===== src/rtl/qlte_pkg.sv =====
// Package of the Q-learning table engine: defaults, register and mode codes, word types.
// Depends on nothing; every module of the engine imports it.
package qlte_pkg;

    localparam int QLTE_STATE_COUNT  = 128;
    localparam int QLTE_ACTION_COUNT = 4;
    localparam int QLTE_Q_WIDTH      = 16;

    localparam int APB_AW    = 4;
    localparam int REG_IDX_W = 2;

    localparam logic [REG_IDX_W-1:0] REG_LEARN_RATE   = 2'd0;
    localparam logic [REG_IDX_W-1:0] REG_DISCOUNT     = 2'd1;
    localparam logic [REG_IDX_W-1:0] REG_EXPLORE_RATE = 2'd2;

    localparam logic [15:0] LEARN_RATE_RST   = 16'd6554;
    localparam logic [15:0] DISCOUNT_RST     = 16'd58982;
    localparam logic [15:0] EXPLORE_RATE_RST = 16'd6554;

    localparam logic MODE_CHOOSE = 1'b0;
    localparam logic MODE_UPDATE = 1'b1;

    typedef struct packed {
        logic [15:0] learn_rate;
        logic [15:0] discount;
        logic [15:0] explore_rate;
    } t_cfg;

    typedef struct packed {
        logic               mode;
        logic [6:0]         state_index;
        logic [1:0]         action_index;
        logic [6:0]         next_state_index;
        logic signed [15:0] reward_value;
        logic [15:0]        random_draw;
        logic [1:0]         random_action;
    } t_item;

    typedef struct packed {
        logic [1:0]         chosen_action;
        logic               explored;
        logic signed [15:0] new_q_value;
        logic               saturated;
    } t_result;

endpackage


===== src/rtl/qlte_core.sv =====
// Sequencer of the Q-learning table engine: row scan for argmax and maximum,
// Bellman update with two registered multiplies, write-back and output register.
// Depends on qlte_pkg and drives the row memory qlte_mem.
module qlte_core
    import qlte_pkg::*;
#(
    parameter int STATE_COUNT  = QLTE_STATE_COUNT,
    parameter int ACTION_COUNT = QLTE_ACTION_COUNT,
    parameter int Q_WIDTH      = QLTE_Q_WIDTH
) (
    input  logic                            i_clk,
    input  logic                            i_rst_n,
    input  t_cfg                            i_cfg,
    input  logic                            i_in_valid,
    output logic                            o_in_ready,
    input  t_item                           i_item,
    output logic                            o_out_valid,
    input  logic                            i_out_ready,
    output t_result                         o_result,
    output logic                            o_mem_rd_en,
    output logic [$clog2(STATE_COUNT)-1:0]  o_mem_rd_addr,
    input  logic [ACTION_COUNT*Q_WIDTH-1:0] i_mem_rd_data,
    output logic                            o_mem_wr_en,
    output logic [$clog2(STATE_COUNT)-1:0]  o_mem_wr_addr,
    output logic [ACTION_COUNT*Q_WIDTH-1:0] o_mem_wr_data,
    input  logic                            i_mem_busy
);

    localparam int SW  = $clog2(STATE_COUNT);
    localparam int AW  = $clog2(ACTION_COUNT);
    localparam int PGW = Q_WIDTH + 17;
    localparam int TW  = ((Q_WIDTH > 16) ? Q_WIDTH : 16) + 3;
    localparam int PDW = TW + 17;
    localparam int NW  = TW + 2;
    localparam logic signed [NW-1:0] QMAX = NW'((64'sd1 <<< (Q_WIDTH - 1)) - 64'sd1);
    localparam logic signed [NW-1:0] QMIN = NW'(-(64'sd1 <<< (Q_WIDTH - 1)));
    localparam logic signed [PGW-1:0] G_HALF = PGW'(32768);
    localparam logic signed [PDW-1:0] D_HALF = PDW'(32768);

    localparam logic [2:0] ST_IDLE = 3'd0;
    localparam logic [2:0] ST_LOAD = 3'd1;
    localparam logic [2:0] ST_SCAN = 3'd2;
    localparam logic [2:0] ST_MULG = 3'd3;
    localparam logic [2:0] ST_DIFF = 3'd4;
    localparam logic [2:0] ST_MULD = 3'd5;
    localparam logic [2:0] ST_DONE = 3'd6;

    function automatic logic [SW-1:0] state_mod(input logic [6:0] v);
        logic [SW-1:0] r;
        r = '0;
        for (int k = 0; k < 128; k++) begin
            if (v == 7'(k)) begin
                r = SW'(k % STATE_COUNT);
            end
        end
        return r;
    endfunction

    function automatic logic [AW-1:0] action_mod(input logic [1:0] v);
        logic [AW-1:0] r;
        r = '0;
        for (int k = 0; k < 4; k++) begin
            if (v == 2'(k)) begin
                r = AW'(k % ACTION_COUNT);
            end
        end
        return r;
    endfunction

    logic [2:0]                 r_state;
    logic [2:0]                 n_state;
    logic                       r_mode;
    logic [SW-1:0]              r_s;
    logic [AW-1:0]              r_a;
    logic [AW-1:0]              r_ract;
    logic signed [15:0]         r_reward;
    logic [15:0]                r_draw;
    logic [AW-1:0]              r_k;
    logic signed [Q_WIDTH-1:0]  r_best;
    logic [AW-1:0]              r_best_idx;
    logic signed [PGW-1:0]      r_prod_g;
    logic signed [TW-1:0]       r_t;
    logic signed [Q_WIDTH-1:0]  r_q;
    logic signed [PDW-1:0]      r_prod_d;
    logic                       r_out_valid;
    t_result                    r_out;

    logic signed [Q_WIDTH-1:0]  ent [ACTION_COUNT];
    logic                       accept;
    logic                       load_out;
    logic signed [PGW-1:0]      g_sum;
    logic signed [Q_WIDTH:0]    g_val;
    logic signed [TW-1:0]       t_val;
    logic signed [PDW-1:0]      d_sum;
    logic signed [TW:0]         d_val;
    logic signed [NW-1:0]       nv;
    logic signed [Q_WIDTH-1:0]  sat_val;
    logic                       sat;
    logic                       explore;
    t_result                    n_out;

    always_comb begin
        for (int k = 0; k < ACTION_COUNT; k++) begin
            ent[k] = i_mem_rd_data[k*Q_WIDTH +: Q_WIDTH];
        end
    end

    assign o_in_ready  = (r_state == ST_IDLE) && !i_mem_busy;
    assign accept      = i_in_valid && o_in_ready;
    assign load_out    = (r_state == ST_DONE) && (!r_out_valid || i_out_ready);
    assign o_out_valid = r_out_valid;
    assign o_result    = r_out;

    assign o_mem_rd_en   = accept || (r_state == ST_MULG);
    assign o_mem_rd_addr = (r_state == ST_MULG) ? r_s :
                           ((i_item.mode == MODE_UPDATE) ? state_mod(i_item.next_state_index)
                                                         : state_mod(i_item.state_index));

    // Rounding to nearest with ties upward is a floor after adding one half.
    assign g_sum = r_prod_g + G_HALF;
    assign g_val = g_sum[PGW-1:16];
    assign t_val = TW'(r_reward) + TW'(g_val) - TW'(ent[r_a]);
    assign d_sum = r_prod_d + D_HALF;
    assign d_val = d_sum[PDW-1:16];
    assign nv    = NW'(r_q) + NW'(d_val);

    always_comb begin
        sat     = 1'b0;
        sat_val = Q_WIDTH'(nv);
        if (nv > QMAX) begin
            sat     = 1'b1;
            sat_val = Q_WIDTH'(QMAX);
        end else if (nv < QMIN) begin
            sat     = 1'b1;
            sat_val = Q_WIDTH'(QMIN);
        end
    end

    assign explore = r_draw < i_cfg.explore_rate;

    always_comb begin
        n_out = '0;
        if (r_mode == MODE_UPDATE) begin
            n_out.new_q_value = 16'(sat_val);
            n_out.saturated   = sat;
        end else begin
            n_out.explored      = explore;
            n_out.chosen_action = explore ? 2'(r_ract) : 2'(r_best_idx);
        end
    end

    always_comb begin
        o_mem_wr_data = i_mem_rd_data;
        o_mem_wr_data[r_a*Q_WIDTH +: Q_WIDTH] = sat_val;
    end
    assign o_mem_wr_addr = r_s;
    assign o_mem_wr_en   = load_out && (r_mode == MODE_UPDATE);

    always_comb begin
        n_state = r_state;
        case (r_state)
            ST_IDLE: if (accept) n_state = ST_LOAD;
            ST_LOAD: n_state = ST_SCAN;
            ST_SCAN: begin
                if (r_k == AW'(ACTION_COUNT - 1)) begin
                    n_state = (r_mode == MODE_UPDATE) ? ST_MULG : ST_DONE;
                end
            end
            ST_MULG: n_state = ST_DIFF;
            ST_DIFF: n_state = ST_MULD;
            ST_MULD: n_state = ST_DONE;
            ST_DONE: if (load_out) n_state = ST_IDLE;
            default: n_state = ST_IDLE;
        endcase
    end

    always_ff @(posedge i_clk) begin
        if (!i_rst_n) begin
            r_state     <= ST_IDLE;
            r_out_valid <= 1'b0;
        end else begin
            r_state <= n_state;
            if (load_out) begin
                r_out_valid <= 1'b1;
            end else if (i_out_ready) begin
                r_out_valid <= 1'b0;
            end
        end
    end

    always_ff @(posedge i_clk) begin
        if (accept) begin
            r_mode   <= i_item.mode;
            r_s      <= state_mod(i_item.state_index);
            r_a      <= action_mod(i_item.action_index);
            r_ract   <= action_mod(i_item.random_action);
            r_reward <= i_item.reward_value;
            r_draw   <= i_item.random_draw;
        end
        case (r_state)
            ST_LOAD: begin
                r_best     <= ent[0];
                r_best_idx <= '0;
                r_k        <= AW'(1);
            end
            ST_SCAN: begin
                if (ent[r_k] > r_best) begin
                    r_best     <= ent[r_k];
                    r_best_idx <= r_k;
                end
                r_k <= r_k + AW'(1);
            end
            ST_MULG: r_prod_g <= $signed({1'b0, i_cfg.discount}) * r_best;
            ST_DIFF: begin
                r_t <= t_val;
                r_q <= ent[r_a];
            end
            ST_MULD: r_prod_d <= $signed({1'b0, i_cfg.learn_rate}) * r_t;
            default: ;
        endcase
        if (load_out) begin
            r_out <= n_out;
        end
    end

endmodule


===== config.mk =====
export PLATFORM = sky130hd
export DESIGN_NAME = qlte_core
export DESIGN_NICKNAME = d
export VERILOG_FILES = /design/src/rtl/qlte_pkg.sv /design/src/rtl/qlte_core.sv
export SDC_FILE = /design/constraint.sdc
export NUM_CORES = 2
export LEC_CHECK = 0
export ABC_CLOCK_PERIOD_IN_PS = 11240
export BUFFER_PORTS_ARGS = -buffer_cell sky130_fd_sc_hd__buf_4
export CAP_MARGIN = 20
export CORE_MARGIN = 2
export CORE_UTILIZATION = 38
export CTS_CLUSTER_DIAMETER = 40
export DETAILED_ROUTE_END_ITERATION = 12
export PLACE_DENSITY = 0.55
export SYNTH_ARGS = -nofsm -noshare
export SYNTH_HDL_FRONTEND = slang
export SYNTH_SLANG_ARGS = --single-unit

===== constraint.sdc =====
create_clock -name i_clk -period 11.24 [get_ports i_clk]
set_input_delay 2.248 -clock i_clk [delete_from_list [all_inputs] [get_ports i_clk]]
set_output_delay 2.248 -clock i_clk [all_outputs]
set_load 0.02 [all_outputs]

==> flow_metrics.tcl <==
set metrics [dict create \
    finalCritPeriodShare_pct 71.3 \
    yosys.area.top_type "fa_1" \
    synth.most_common_cell "inv_1" \
    cp_slowest_cell "fa_1" \
    grt.overflow.total 0 \
    netlist_instances 3108 \
    synth_edf_count 158 \
    path_depth 24 \
    crit_end "r_prod_d[32]$_DFFE_PN_" \
    io_pins 270 \
    path_max_fanout 19 \
    rsz0062_at_grt "no" \
    worst_path_most_repeated_cell "fa_1" \
    cts_resized 0 \
    core_area_mm2 0.0773 \
    worstPathRequired_ns 11.41 \
    die_x_um 283 \
    cp-end-kind "flop" \
    fin_hold_ws_ns 0.563 \
    num_rows 102 \
    clk_pin_slew_ns 0.07 \
    synthFlopType "edfxtp_1" \
    syn2layout_area_growth_pct 11.8 \
    antenna_cells 0 \
    place.gp.congestion 0.893 \
    fin_skew_ns 0.0143 \
    grt_pass1_vias 22800 \
    worst_slew_pin_slew_ns 1.04 \
    ff2ff_path_depth 23 \
    fin_crit_ns 8.01 \
    p_leak_nw 16.0 \
    route.detailed.drc 0 \
    cts_sinks 162 \
    crit_arrival_ns 8.19 \
    h-tree-depth 4 \
    path_cells "buf_4, nand2_1, fa_1, inv_1, fa_1, inv_1, fa_1, inv_1, fa_1, inv_1, fa_1, inv_1, fa_1, ha_1, and3_1, and3_1, o221ai_1, nand4_1, nand2_1, o31ai_1, o21ai_0, nor2b_1, nor2_1, xnor2_1" \
    dp_slack_ns 2.79 \
    yosys-top-cells-area "fa_1, edfxtp_1, ha_1" \
    setup-tns-final_ns 0 \
    whs_path_depth 1 \
    drtAntennaViolNets 0 \
    drt_wl_total_um 81000 \
    vias 21400 \
    port_buffers 269 \
    place_area_mm2 0.0325 \
    antenna_found_initial 1 \
    startpoint "i_cfg[34]" \
    final-hold-violation-count 0 \
    syn_area_mm2 0.0297 \
    yosysWarnings 0 \
    dp_hpwl_um 67400 \
    start_kind "input pin" \
    ys_seq_area_share_pct 16.3 \
    cpLargestDelayFamily "adder cells" \
    wl_per_cell_um 18.7 \
    start_util_pct 38.3 \
    worst-path-buf-inv 6 \
    ys_ff_latch 162 \
    postCtsHoldBufs 0 \
    grt_pass1_wl_um 131000 \
    r2r_setup_slack_ns 4.39 \
    syn_area_per_cell_um2 9.54 \
    ys_types 61 \
    nets 4245 \
    dr.pass1.iters 5 \
    clockBufferDepth 2 \
    finalInstanceArea_mm2 0.0332 \
    layout.cells.non_filler 4329 \
    rr_endpoint "r_prod_d[32]$_DFFE_PN_" \
    cts-root-buf "clkbuf_16" \
    drt_iter0_markers 1191 \
    hp-class "flop to flop" \
    numCtsBuffers 17 \
    maxSlewViolCount 0 \
    setup_viol 0 \
    crit_type "input pin to flop" \
    syn_nets 4077 \
    routed_via_density 4.94 \
    status "finished, final reports clean" \
    track_usage_pct 20.8 \
    dieHeight_um 283 \
    cpPeakStageDelay_ns 0.57 \
    tritoncts "done" \
    ir_drop_v 0.000313 \
    powerDensity_mw_per_mm2 254 \
    cts_setup_buffers 0 \
    rr_startpoint "r_t[12]$_DFFE_PP_" \
    ys_top_cells_by_count "inv_1, fa_1, nand2_1" \
    max_freq_mhz 125 \
    drv_cap 0 \
    slew_headroom_pct 30.8 \
    place_inst 4296 \
    drive_gt1_share_pct 10.7 \
    grt_start_max_net_pins 36 \
    die-area_mm2 0.0803 \
    setup_slack_ns 3.23 \
    clock_latency_ns 0.44 \
    synthArstFlopShare_pct 0 \
    synth_top_area_share_pct 34.8 \
]
## where the power goes
group / switching, mW / total, mW / leakage [nW] / internal, mW
clock network: 0.258 / 0.611 / 0.295 / 0.354
registers: 0.0553 / 1.12 / 1.47 / 1.07
logic: 3.74 / 6.70 / 14.2 / 2.96
total: 4.06 / 8.43 / 16.0 / 4.38
## cell type report
class,instances,area (um2)
flip-flops and latches,162,4820
clock buffers,18,429
multi-input cells,2108,21700
repair buffers,281,2120
fillers,7721,44200
clock inverters,14,175
well taps,1040,1300
inverters,706,2650
## cells in the final DEF, fill, tap and decap left out, types with 32 or more instances in the layout
master    Yosys  final
a21oi_1      59     58
and2_1      228    228
buf_4         0    280
edfxtp_1    158    158
fa_1        516    516
ha_1        285    285
inv_1       706    705
mux4_2       32     32
nand2_1     376    376
nor2_1      110    109
o21ai_0      56     56
o22ai_1      68     68
xnor2_1      74     74
## cells by family after synthesis
group | count (synthesis) | share of synthesized area (%)
AOI/OAI and AO/OA | 290 | 6.21
buffers and inverters | 838 | 10.7
DFF | 162 | 16.3
adders and majority gates | 801 | 46.9
and+or+nand+nor | 873 | 14.2
xor gates and xnor gates | 103 | 3.04
muxes | 41 | 2.73
## metal layers
layer	vias up	track usage [%]	wire (um)
met4	2	3.49	1080
met2	577	34.5	38000
met5	-	0	13
met1	10800	29.6	37600
li1	9972	-	-
met3	61	2.77	4330
## how the worst min path moves through the flow
stage	end	startpoint	slack (ns)
finish	r_t[0]$_DFFE_PP_	r_reward[0]$_DFFE_PP_	0.56
global route	r_t[0]$_DFFE_PP_	r_reward[0]$_DFFE_PP_	0.59
CTS	r_t[0]$_DFFE_PP_	r_reward[0]$_DFFE_PP_	0.56
detailed placement	r_t[0]$_DFFE_PP_	r_reward[0]$_DFFE_PP_	0.54
global placement	r_t[0]$_DFFE_PP_	r_reward[0]$_DFFE_PP_	0.55
floorplan	r_t[0]$_DFFE_PP_	r_reward[0]$_DFFE_PP_	0.53
## registers in the layout, indices dropped and copies added (netlist names)
register and cells:
r_draw 16, r_state 3, o_mem_wr_addr 7, r_mode 1
r_prod_g 18, r_reward 16, r_prod_d 21, r_a 2
r_best_idx 2, o_result 20, r_k 2, r_q 16
r_t 19, r_ract 2, o_out_valid 1, r_best 16
## stage by stage
stage / utilization [%] / power (mW)
floorplan: - / 6.10
global placement: 42.1 / 7.89
detailed placement: 42.1 / 7.81
CTS: 42.9 / 8.56
global route: 42.9 / 9.48
finish: 42.9 / 8.43
(Power assumes the default switching activity.)
