--- src/rtl/qlte_pkg.sv ---
// Package of the Q-learning table engine: defaults, register and mode codes, word types.
// Depends on nothing; every module of the engine imports it.
package qlte_pkg;

    localparam int QLTE_STATE_COUNT  = 128;
    localparam int QLTE_ACTION_COUNT = 4;
    localparam int QLTE_Q_WIDTH      = 16;

    localparam int APB_AW    = 4;
    localparam int REG_IDX_W = 2;

    localparam logic [REG_IDX_W-1:0] REG_LEARN_RATE   = 2'd0;
    localparam logic [REG_IDX_W-1:0] REG_DISCOUNT     = 2'd1;
    localparam logic [REG_IDX_W-1:0] REG_EXPLORE_RATE = 2'd2;

    localparam logic [15:0] LEARN_RATE_RST   = 16'd6554;
    localparam logic [15:0] DISCOUNT_RST     = 16'd58982;
    localparam logic [15:0] EXPLORE_RATE_RST = 16'd6554;

    localparam logic MODE_CHOOSE = 1'b0;
    localparam logic MODE_UPDATE = 1'b1;

    typedef struct packed {
        logic [15:0] learn_rate;
        logic [15:0] discount;
        logic [15:0] explore_rate;
    } t_cfg;

    typedef struct packed {
        logic               mode;
        logic [6:0]         state_index;
        logic [1:0]         action_index;
        logic [6:0]         next_state_index;
        logic signed [15:0] reward_value;
        logic [15:0]        random_draw;
        logic [1:0]         random_action;
    } t_item;

    typedef struct packed {
        logic [1:0]         chosen_action;
        logic               explored;
        logic signed [15:0] new_q_value;
        logic               saturated;
    } t_result;

endpackage

--- src/rtl/qlte_cfg.sv ---
// APB register file of the Q-learning table engine: learn rate, discount, explore rate.
// Depends on qlte_pkg.
module qlte_cfg
    import qlte_pkg::*;
(
    input  logic              i_clk,
    input  logic              i_rst_n,
    input  logic              psel,
    input  logic              penable,
    input  logic              pwrite,
    input  logic [APB_AW-1:0] paddr,
    input  logic [31:0]       pwdata,
    output logic [31:0]       prdata,
    output logic              pready,
    output t_cfg              o_cfg
);

    logic [REG_IDX_W-1:0] reg_idx;
    logic                 wr_en;
    t_cfg                 r_cfg;

    assign reg_idx = paddr[APB_AW-1:2];
    assign pready  = 1'b1;
    assign wr_en   = psel && penable && pwrite && pready;
    assign o_cfg   = r_cfg;

    always_ff @(posedge i_clk) begin
        if (!i_rst_n) begin
            r_cfg.learn_rate   <= LEARN_RATE_RST;
            r_cfg.discount     <= DISCOUNT_RST;
            r_cfg.explore_rate <= EXPLORE_RATE_RST;
        end else if (wr_en) begin
            case (reg_idx)
                REG_LEARN_RATE:   r_cfg.learn_rate   <= pwdata[15:0];
                REG_DISCOUNT:     r_cfg.discount     <= pwdata[15:0];
                REG_EXPLORE_RATE: r_cfg.explore_rate <= pwdata[15:0];
                default: ;
            endcase
        end
    end

    always_comb begin
        case (reg_idx)
            REG_LEARN_RATE:   prdata = {16'b0, r_cfg.learn_rate};
            REG_DISCOUNT:     prdata = {16'b0, r_cfg.discount};
            REG_EXPLORE_RATE: prdata = {16'b0, r_cfg.explore_rate};
            default:          prdata = 32'b0;
        endcase
    end

endmodule

--- config.mk ---
export PLATFORM = sky130hd
export DESIGN_NAME = qlte_cfg
export DESIGN_NICKNAME = d
export VERILOG_FILES = /design/src/rtl/qlte_pkg.sv /design/src/rtl/qlte_cfg.sv
export SDC_FILE = /design/constraint.sdc
export NUM_CORES = 1
export LEC_CHECK = 0
export ABC_CLOCK_PERIOD_IN_PS = 1410
export BUFFER_PORTS_ARGS = -buffer_cell sky130_fd_sc_hd__buf_4
export CAP_MARGIN = 15
export CORE_AREA = 2 2 77 79
export CTS_CLUSTER_DIAMETER = 200
export DETAILED_ROUTE_END_ITERATION = 7
export DIE_AREA = 0 0 79 81
export GPL_TIMING_DRIVEN = 0
export PLACE_DENSITY = 0.76
export SLEW_MARGIN = 30
export SYNTH_ARGS = -nofsm -noshare
export SYNTH_HDL_FRONTEND = slang
export SYNTH_SLANG_ARGS = --single-unit
--- constraint.sdc ---
create_clock -name i_clk -period 1.41 [get_ports i_clk]
set_clock_uncertainty 0.1 [all_clocks]
set_input_delay 0.2115 -clock i_clk [delete_from_list [all_inputs] [get_ports i_clk]]
set_output_delay 0.2115 -clock i_clk [all_outputs]
set_load 0.03 [all_outputs]
==> flow_summary.yaml, run 1 <==
finish:
  diodes: 0
  drive_gt1_share_pct: 42.7
  fill_cells: 510
  finalNonFillerCells: 454
  finalNetCount: 420
  final_cell_area_um2: 3550
  largest_register_ffs: 48
  area_growth_pct: 44.7
timing:
  max_freq_ghz: 0.726
  worst_pin_slew_ns: 0.593
  hold_ws_ns: 0.0714
  finalSetupViolations: 0
  hold_viol_final: 0
  timing.final.crit_share_pct: 97.7
  min_period_ns: 1.38
  fin_ws_ns: 0.0321
  rsz0062_at_grt: "true"
  slew_viol_final: 0
  relSlewSlack_pct: 60.5
synth:
  synth_common_cells: "mux2i_1 (64), nand2_1 (56), dfxtp_1 (48)"
  ys_seq_area_share_pct: 39.1
  syn_avg_cell_area_um2: 9.19
  ys_async_sr_fraction_pct: 0
  yosys_warnings: 0
  synth_area_leader_cell: "dfxtp_1"
  synth_seq_cells: 48
  synthFlopType: "dfxtp_1"
  syn_area_um2: 2450
  ys_types: 16
  synth_top_area_share_pct: 39.1
  synth.area.top_cells: "dfxtp_1 (39%), mux2i_1 (26%), nor2b_1 (9.9%)"
  synth_edf_count: 0
  synthCells: 267
  yosysMostFrequentCell: "mux2i_1"
routing:
  wl_per_cell_um: 15.7
  wl_mm: 7.14
  drtAntennaViolNets: 0
  drc: 0
  dr.pass1.iters: 4
  drtIter0Drc: 136
  vias_per_cell: 4.81
  vias: 2185
clock_tree:
  clkLatencyLatePin_ns: 0.30
  cts.clk_slew.worst_paths_ns: 0.09
  ctsLongestPathBuffers: 2
  cts_sinks: 48
  root_buffer: "clkbuf_8"
  hold_buffers: 0
  htree_levels: 2
  cts_buffers: 5
  cts_tree: "yes"
floorplan:
  die_w_um: 79
  boundaryPins: 122
  die_area_um2: 6400
  rows: 28
  start_util_pct: 43.3
  design.core.area_um2: 5680
  dieHeight_um: 81
global_route:
  grtUsageMet2_pct: 39.0
  met1_usage_pct: 28.6
  grt_pass1_vias: 2053
  grt_overflow: 0
  grt_max_degree: 14
  grt_busiest_layer: "met2"
  grtUsageTotal_pct: 22.5
  antenna_found_initial: 0
  grt_pass1_wl_mm: 10.9
  grt_util_met3_pct: 4.89
critical_path:
  startpoint_type: "register"
  critPathMaxFanout: 3
  worst-setup-path-type: "reg2out"
  reg2reg_depth: 2
  arrival_ns: 1.07
  crit_path_end_kind: "primary output"
  crit_required_ns: 1.10
power_and_ir_drop:
  power.total_mw: 2.91
  peakVddDrop_mv: 0.463
  leakage_nw: 1.63
  power_density_nw_per_um2: 818
placed_design:
  gp_congestion: 0.775
  placed_cell_area_um2: 3280
  numPortBuffers: 85
  dp_cells: 442
  post-place-ws_ns: -0.532
  dp_hpwl_mm: 4.79
hold_path:
  min_path_type: "in2reg"
  hold_depth: 3
run_status:
  outcome: "finished, final reports clean"
job:
  cap_violations: 0
## where the power goes
part | internal, mW | switching, mW | total, mW | leakage, nW
clock | 0.438 | 0.453 | 0.890 | 0.0503
sequential | 1.37 | 0.0150 | 1.39 | 0.388
combinational | 0.268 | 0.360 | 0.628 | 1.19
## what timing repair did
action,CTS,global route
endpoints found under the setup margin,11,16
resized for setup,15,30
endpoints found under the hold margin,0,0
setup buffers,3,1
pin swaps,1,1
gates cloned,1,1
## cells in the final DEF (no fill, tap or decap), types with 6 or more instances in the layout
master    count
o21ai_1       7
clkbuf_1      6
conb_1       17
dfxtp_2      21
buf_4        99
buf_6        10
dfxtp_1      27
mux2i_1      63
o21ai_2       9
nor2b_1      38
clkbuf_8      7
nand2_1      56
## final cells by class
cell class	instances	area, um2	share of cell area (%)
clock buffer	7	96.3	2.71
timing repair buffer	91	741	20.9
multi-input combinational	198	1340	37.8
buffer	35	290	8.17
sequential	48	987	27.8
tap	75	93.8	2.64
## cells by family (layout without fill, tap and decap cells)
group	after synthesis	count (layout)	synth area share [%]
buffers and inverters	36	133	10.2
muxes	64	64	26.1
DFF	48	48	39.1
AOI/OAI and AO/OA	16	16	3.26
other	2	17	0.306
and+or+nand+nor	101	101	20.9
## through the flow
step                      utilization, %  TNS [ns]
final                               62.6         0
after global routing                62.6    -0.102
after CTS                           61.3         0
after detailed placement            57.7     -5.28
after global placement              57.7     -4.61
after floorplan                        -   -0.0433
## worst max-delay path: stages, from the launching register on
cell     delay (ns)
dfxtp_2        0.35
mux2i_1        0.07
o21ai_1        0.16
buf_4          0.19
## final timing paths
kind | startpoint | to | slack (ns)
setup / recovery | o_cfg[31] | prdata[15] | 0.03
hold / removal | pwdata[7] | o_cfg[23] | 0.07
setup reg to reg | o_cfg[10] | o_cfg[10] | 0.65
hold reg to reg | o_cfg[28] | o_cfg[28] | 0.37
## layer usage
layer / vias to the layer above / share of wire, % / wire length [um]
li1: 1071 / - / -
met5: - / 0 / 0
met3: 8 / 5.8 / 411
met2: 80 / 49 / 3540
met1: 1026 / 44 / 3120
met4: 0 / 1.1 / 77
Note: power is estimated with default switching activity, not from simulation.
==> run 2: changes to the inputs <==
Settings changed: SETUP_SLACK_MARGIN set to 0.15.
==> run 2 against run 1 <==
Combinational power grew 11%. Worst setup slack gained 0.015 ns. Non-clock buffer count grew 31. Clock power shrank 5.5%. Sequential power is essentially flat. Maximum frequency grew 1.1%. Global-route usage grew 0.48 points. Critical path depth grew 4. Largest cell class unchanged.
==> flow_summary.yaml, run 2 (same netlist as run 1, synthesis figures left out) <==
run_status:
  outcome: "finished, final reports clean"
floorplan:
  boundaryPins: 122
  design.core.area_um2: 5680
  rows: 28
  start_util_pct: 43.3
  die_w_um: 79
  die_area_um2: 6400
  dieHeight_um: 81
routing:
  drtAntennaViolNets: 0
  drtIter0Drc: 88
  dr.pass1.iters: 4
  wl_mm: 7.47
  wl_per_cell_um: 15.4
  vias_per_cell: 4.72
  vias: 2295
  drc: 0
timing:
  fin_setup_tns_ns: 0
  hold_viol_final: 0
  max_freq_ghz: 0.734
  finalSetupViolations: 0
  rsz0062_at_grt: "true"
  hold_ws_ns: 0.0604
  slew_viol_final: 0
  timing.final.crit_share_pct: 96.6
  relSlewSlack_pct: 59.5
  min_period_ns: 1.36
  worst_pin_slew_ns: 0.608
global_route:
  grt_pass1_vias: 2206
  grt_max_degree: 15
  grt_pass1_wl_mm: 11.2
  grt_overflow: 0
  grtUsageTotal_pct: 23.0
  antenna_found_initial: 0
hold_path:
  min_path_type: "in2reg"
critical_path:
  startpoint_type: "input port"
  crit_path_end_kind: "primary output"
  critPathMaxFanout: 5
  arrival_ns: 1.05
  worst-setup-path-type: "in2out"
  crit_required_ns: 1.10
finish:
  largest_register_ffs: 48
  diodes: 0
  finalNetCount: 451
  area_growth_pct: 62.5
  fill_cells: 441
  drive_gt1_share_pct: 56.7
  final_cell_mix: "buf_4 (104), mux2i_1 (55), nand2_1 (45), nor2b_1 (38), buf_6 (35)"
  finalNonFillerCells: 486
  final_core_util_pct: 70.3
  layout_commonest_cell: "buf_4"
power_and_ir_drop:
  p_seq_share_pct: 47.4
  p_sw_uw: 847
  peakVddDrop_mv: 0.453
  power_density_nw_per_um2: 733
  leakage_nw: 1.83
  intPower_mw: 2.08
  clkPwrFrac_pct: 28.7
  comb_power_share_pct: 23.8
  swShare_pct: 28.9
clock_tree:
  hold_buffers: 0
  cts_sinks: 48
  root_buffer: "clkbuf_8"
  ctsLongestPathBuffers: 2
  clkLatencyLatePin_ns: 0.30
  cts_tree: "yes"
  cts.clk_slew.worst_paths_ns: 0.09
  htree_levels: 2
  cts_buffers: 5
placed_design:
  numPortBuffers: 85
  dp_hpwl_mm: 4.70
  dp_cells: 442
  gp_congestion: 0.785
job:
  cap_violations: 0
[run 2: final timing paths]
| kind | start | end | slack (ns) | depth (start not counted) |
|---|---|---|---|---|
| worst max register to register | o_cfg[29] | o_cfg[29] | 0.53 | 3 |
| worst min register to register | o_cfg[20] | o_cfg[20] | 0.38 | 2 |
| worst max-delay path | paddr[3] | prdata[5] | 0.05 | 7 |
| worst min-delay path | pwdata[11] | o_cfg[27] | 0.06 | 3 |
[run 2: routing by layer]
metal / global-route usage, % / part of all wire, % / wire (um) / vias to the layer above
li1: - / - / - / 1133
met1: 29.6 / 43 / 3230 / 1081
met2: 39.8 / 50 / 3750 / 74
met3: 4.78 / 5.8 / 436 / 7
met4: 5.00 / 0.75 / 56 / 0
met5: 0 / 0 / 0 / -
[run 2: cell type report]
class | count | area, um2 | area share, %
Tap cell | 75 | 93.8 | 2.35
Clock inverter | 2 | 10.0 | 0.251
Sequential cell | 48 | 1000 | 25.1
Multi-Input combinational cell | 198 | 1430 | 35.9
Buffer | 36 | 300 | 7.53
Timing Repair Buffer | 121 | 1070 | 26.7
Clock buffer | 6 | 82.6 | 2.07
[run 2: power by group through the flow]
stage | sequential [mW] | clock (mW) | combinational [mW]
after floorplan | 1.45 | 0 | 0.359
after global placement | 1.42 | 0 | 0.576
after detailed placement | 1.42 | 0 | 0.581
after CTS | 1.39 | 0.873 | 0.678
after global routing | 1.39 | 0.940 | 0.736
final | 1.39 | 0.841 | 0.698
[run 2: through the flow]
step	worst slack (ns)	cell area, um2	total power [mW]
finish	0.0473	3990	2.93
global route	-0.000491	3990	3.07
CTS	0.0443	3880	2.94
detailed placement	-0.228	3350	2.00
global placement	-0.222	3350	2.00
floorplan	0.152	2620	1.81
[run 2: what timing repair did]
action,4_1_cts,5_1_grt
endpoints found under the setup margin,16,34
resized for setup,44,28
cloned,2,0
buffers inserted,32,2
pin swaps,18,3
[run 2: worst max-delay path: stages]
cell and delay [ns]:
buf_4 0.12, nor2b_4 0.11, buf_4 0.16, clkbuf_16 0.17, nand2_2 0.07, o21ai_2 0.05, buf_6 0.15
==> run 3: changes to the inputs <==
Settings changed: PLACE_DENSITY 0.76 to 0.85.
==> run 3 against run 2 <==
Combinational power is 2% higher. Non-clock buffer count is 1 lower. Hold slack better by 0.013 ns. First-iteration DRC count is 17% higher. Worst setup slack worse by 0.029 ns. Largest cell class unchanged. Clock power is 3.7% higher. Critical path depth stayed put. Sequential power hardly changed. Register-to-register slack hardly changed. Utilization hardly changed. Final cell count is 0.41% lower. Die area stayed put.
==> flow_summary.yaml, run 3 (same netlist as run 1, synthesis figures left out) <==
power_and_ir_drop:
  peakVddDrop_mv: 0.552
  power.total_mw: 2.97
  leakage_nw: 1.87
  power_density_nw_per_um2: 745
placed_design:
  dp_cells: 442
  gp_congestion: 0.786
  post-place-ws_ns: -0.250
  dp_hpwl_mm: 5.13
  numPortBuffers: 85
critical_path:
  crit_buf_inv: 4
  worst-setup-path-type: "in2out"
  crit_path_end_kind: "primary output"
  crit_chain: "buf_8 -> nor2b_1 -> buf_4 -> buf_4 -> nand2_1 -> o21ai_2 -> buf_6"
  arrival_ns: 1.08
  max_stage_delay_ns: 0.19
  critPathSlowestCell: "buf_4"
  cpMostUsedCell: "buf_4"
  critPathMaxFanout: 5
  cp_top_family: "buffers and inverters"
  startpoint_type: "input port"
  crit_required_ns: 1.10
clock_tree:
  cts_buffers: 5
  root_buffer: "clkbuf_8"
  hold_buffers: 0
  cts.clk_slew.worst_paths_ns: 0.08
  htree_levels: 2
  cts_tree: "yes"
  cts_sinks: 48
  ctsLongestPathBuffers: 2
  clkLatencyLatePin_ns: 0.29
job:
  cap_violations: 0
global_route:
  grt_pass1_vias: 2260
  antenna_found_initial: 0
  grtUsageTotal_pct: 24.6
  grt_pass1_wl_mm: 11.8
  grt_max_degree: 14
  grt_overflow: 0
routing:
  vias_per_cell: 4.98
  wl_mm: 8.19
  dr.pass1.iters: 4
  vias: 2412
  wl_per_cell_um: 16.9
  drtIter0Drc: 103
  drc: 0
  drtAntennaViolNets: 0
timing:
  rsz0062_at_grt: "true"
  timing.final.crit_share_pct: 98.7
  max_freq_ghz: 0.718
  relSlewSlack_pct: 60.6
  finalSetupViolations: 0
  min_period_ns: 1.39
  slew_viol_final: 0
  fin_ws_ns: 0.0181
  worst_pin_slew_ns: 0.591
  hold_viol_final: 0
floorplan:
  die_area_um2: 6400
  dieHeight_um: 81
  start_util_pct: 43.3
  rows: 28
  die_w_um: 79
  design.core.area_um2: 5680
  boundaryPins: 122
finish:
  drive_gt1_share_pct: 54.8
  finalNonFillerCells: 484
  final_cell_mix: "buf_4 (114), mux2i_1 (59), nand2_1 (46), nor2b_1 (39), dfxtp_2 (32)"
  diodes: 0
  finalNetCount: 450
  largest_register_ffs: 48
  layout_commonest_cell: "buf_4"
  area_growth_pct: 62.6
run_status:
  outcome: "finished, final reports clean"
hold_path:
  min_path_type: "in2reg"
-- run 3: cell count changes in the layout (fill, tap and decap cells not counted), sizes merged --
cell,delta
clkinv,-2
-- run 3: per-stage QoR --
step / util [%] / hold WS [ns] / instance area (um2) / setup TNS, ns
global placement: 59.0 / 0.351 / 3350 / -2.00
global route: 70.3 / 0.0604 / 3990 / -0.0471
CTS: 68.3 / 0.0686 / 3870 / 0
finish: 70.3 / 0.0733 / 3990 / 0
floorplan: - / 0.246 / 2620 / 0
detailed placement: 59.0 / 0.353 / 3350 / -2.60
-- run 3: cell type report --
cell class | count | area, um2
Sequential cell | 48 | 1000
Timing Repair Buffer | 120 | 1030
Fill cell | 439 | 1680
Buffer | 36 | 298
Clock buffer | 7 | 96.3
Multi-Input combinational cell | 198 | 1470
Tap cell | 75 | 93.8
-- run 3: power by group --
part	total, mW	internal, mW	switching [mW]
logic	0.711	0.316	0.395
registers	1.39	1.37	0.0167
clock network	0.872	0.437	0.435
-- run 3: path summary, 6_finish.rpt --
check	from	end	slack (ns)	cells past startpoint
worst max-delay path	paddr[2]	prdata[0]	0.02	7
worst min-delay path	pwdata[4]	o_cfg[20]	0.07	3
worst max register to register	o_cfg[36]	o_cfg[36]	0.54	3
worst min register to register	o_cfg[27]	o_cfg[27]	0.37	2
-- run 3: worst reg2reg max path: cells and delay by family (launching register included) --
family,cells,cell delay (ns)
and+or+nand+nor,1,0.11
buffers and inverters,1,0.13
DFF,1,0.34
muxes,1,0.07
-- run 3: per-layer routing --
metal	track usage (%)	vias to the layer above	wire length [um]	part of all wire, %
met1	29.2	1163	3340	41
met5	0	-	0	0
li1	-	1131	-	-
met3	4.67	21	453	5.5
met2	44.0	97	4170	51
met4	9.83	0	216	2.6
-- run 3: what timing repair did --
item                                    CTS  global route
pin swaps                                24             3
endpoints found under the setup margin   16            35
setup buffers                            27             6
cloned                                    2             0
gates resized for setup                  50            17
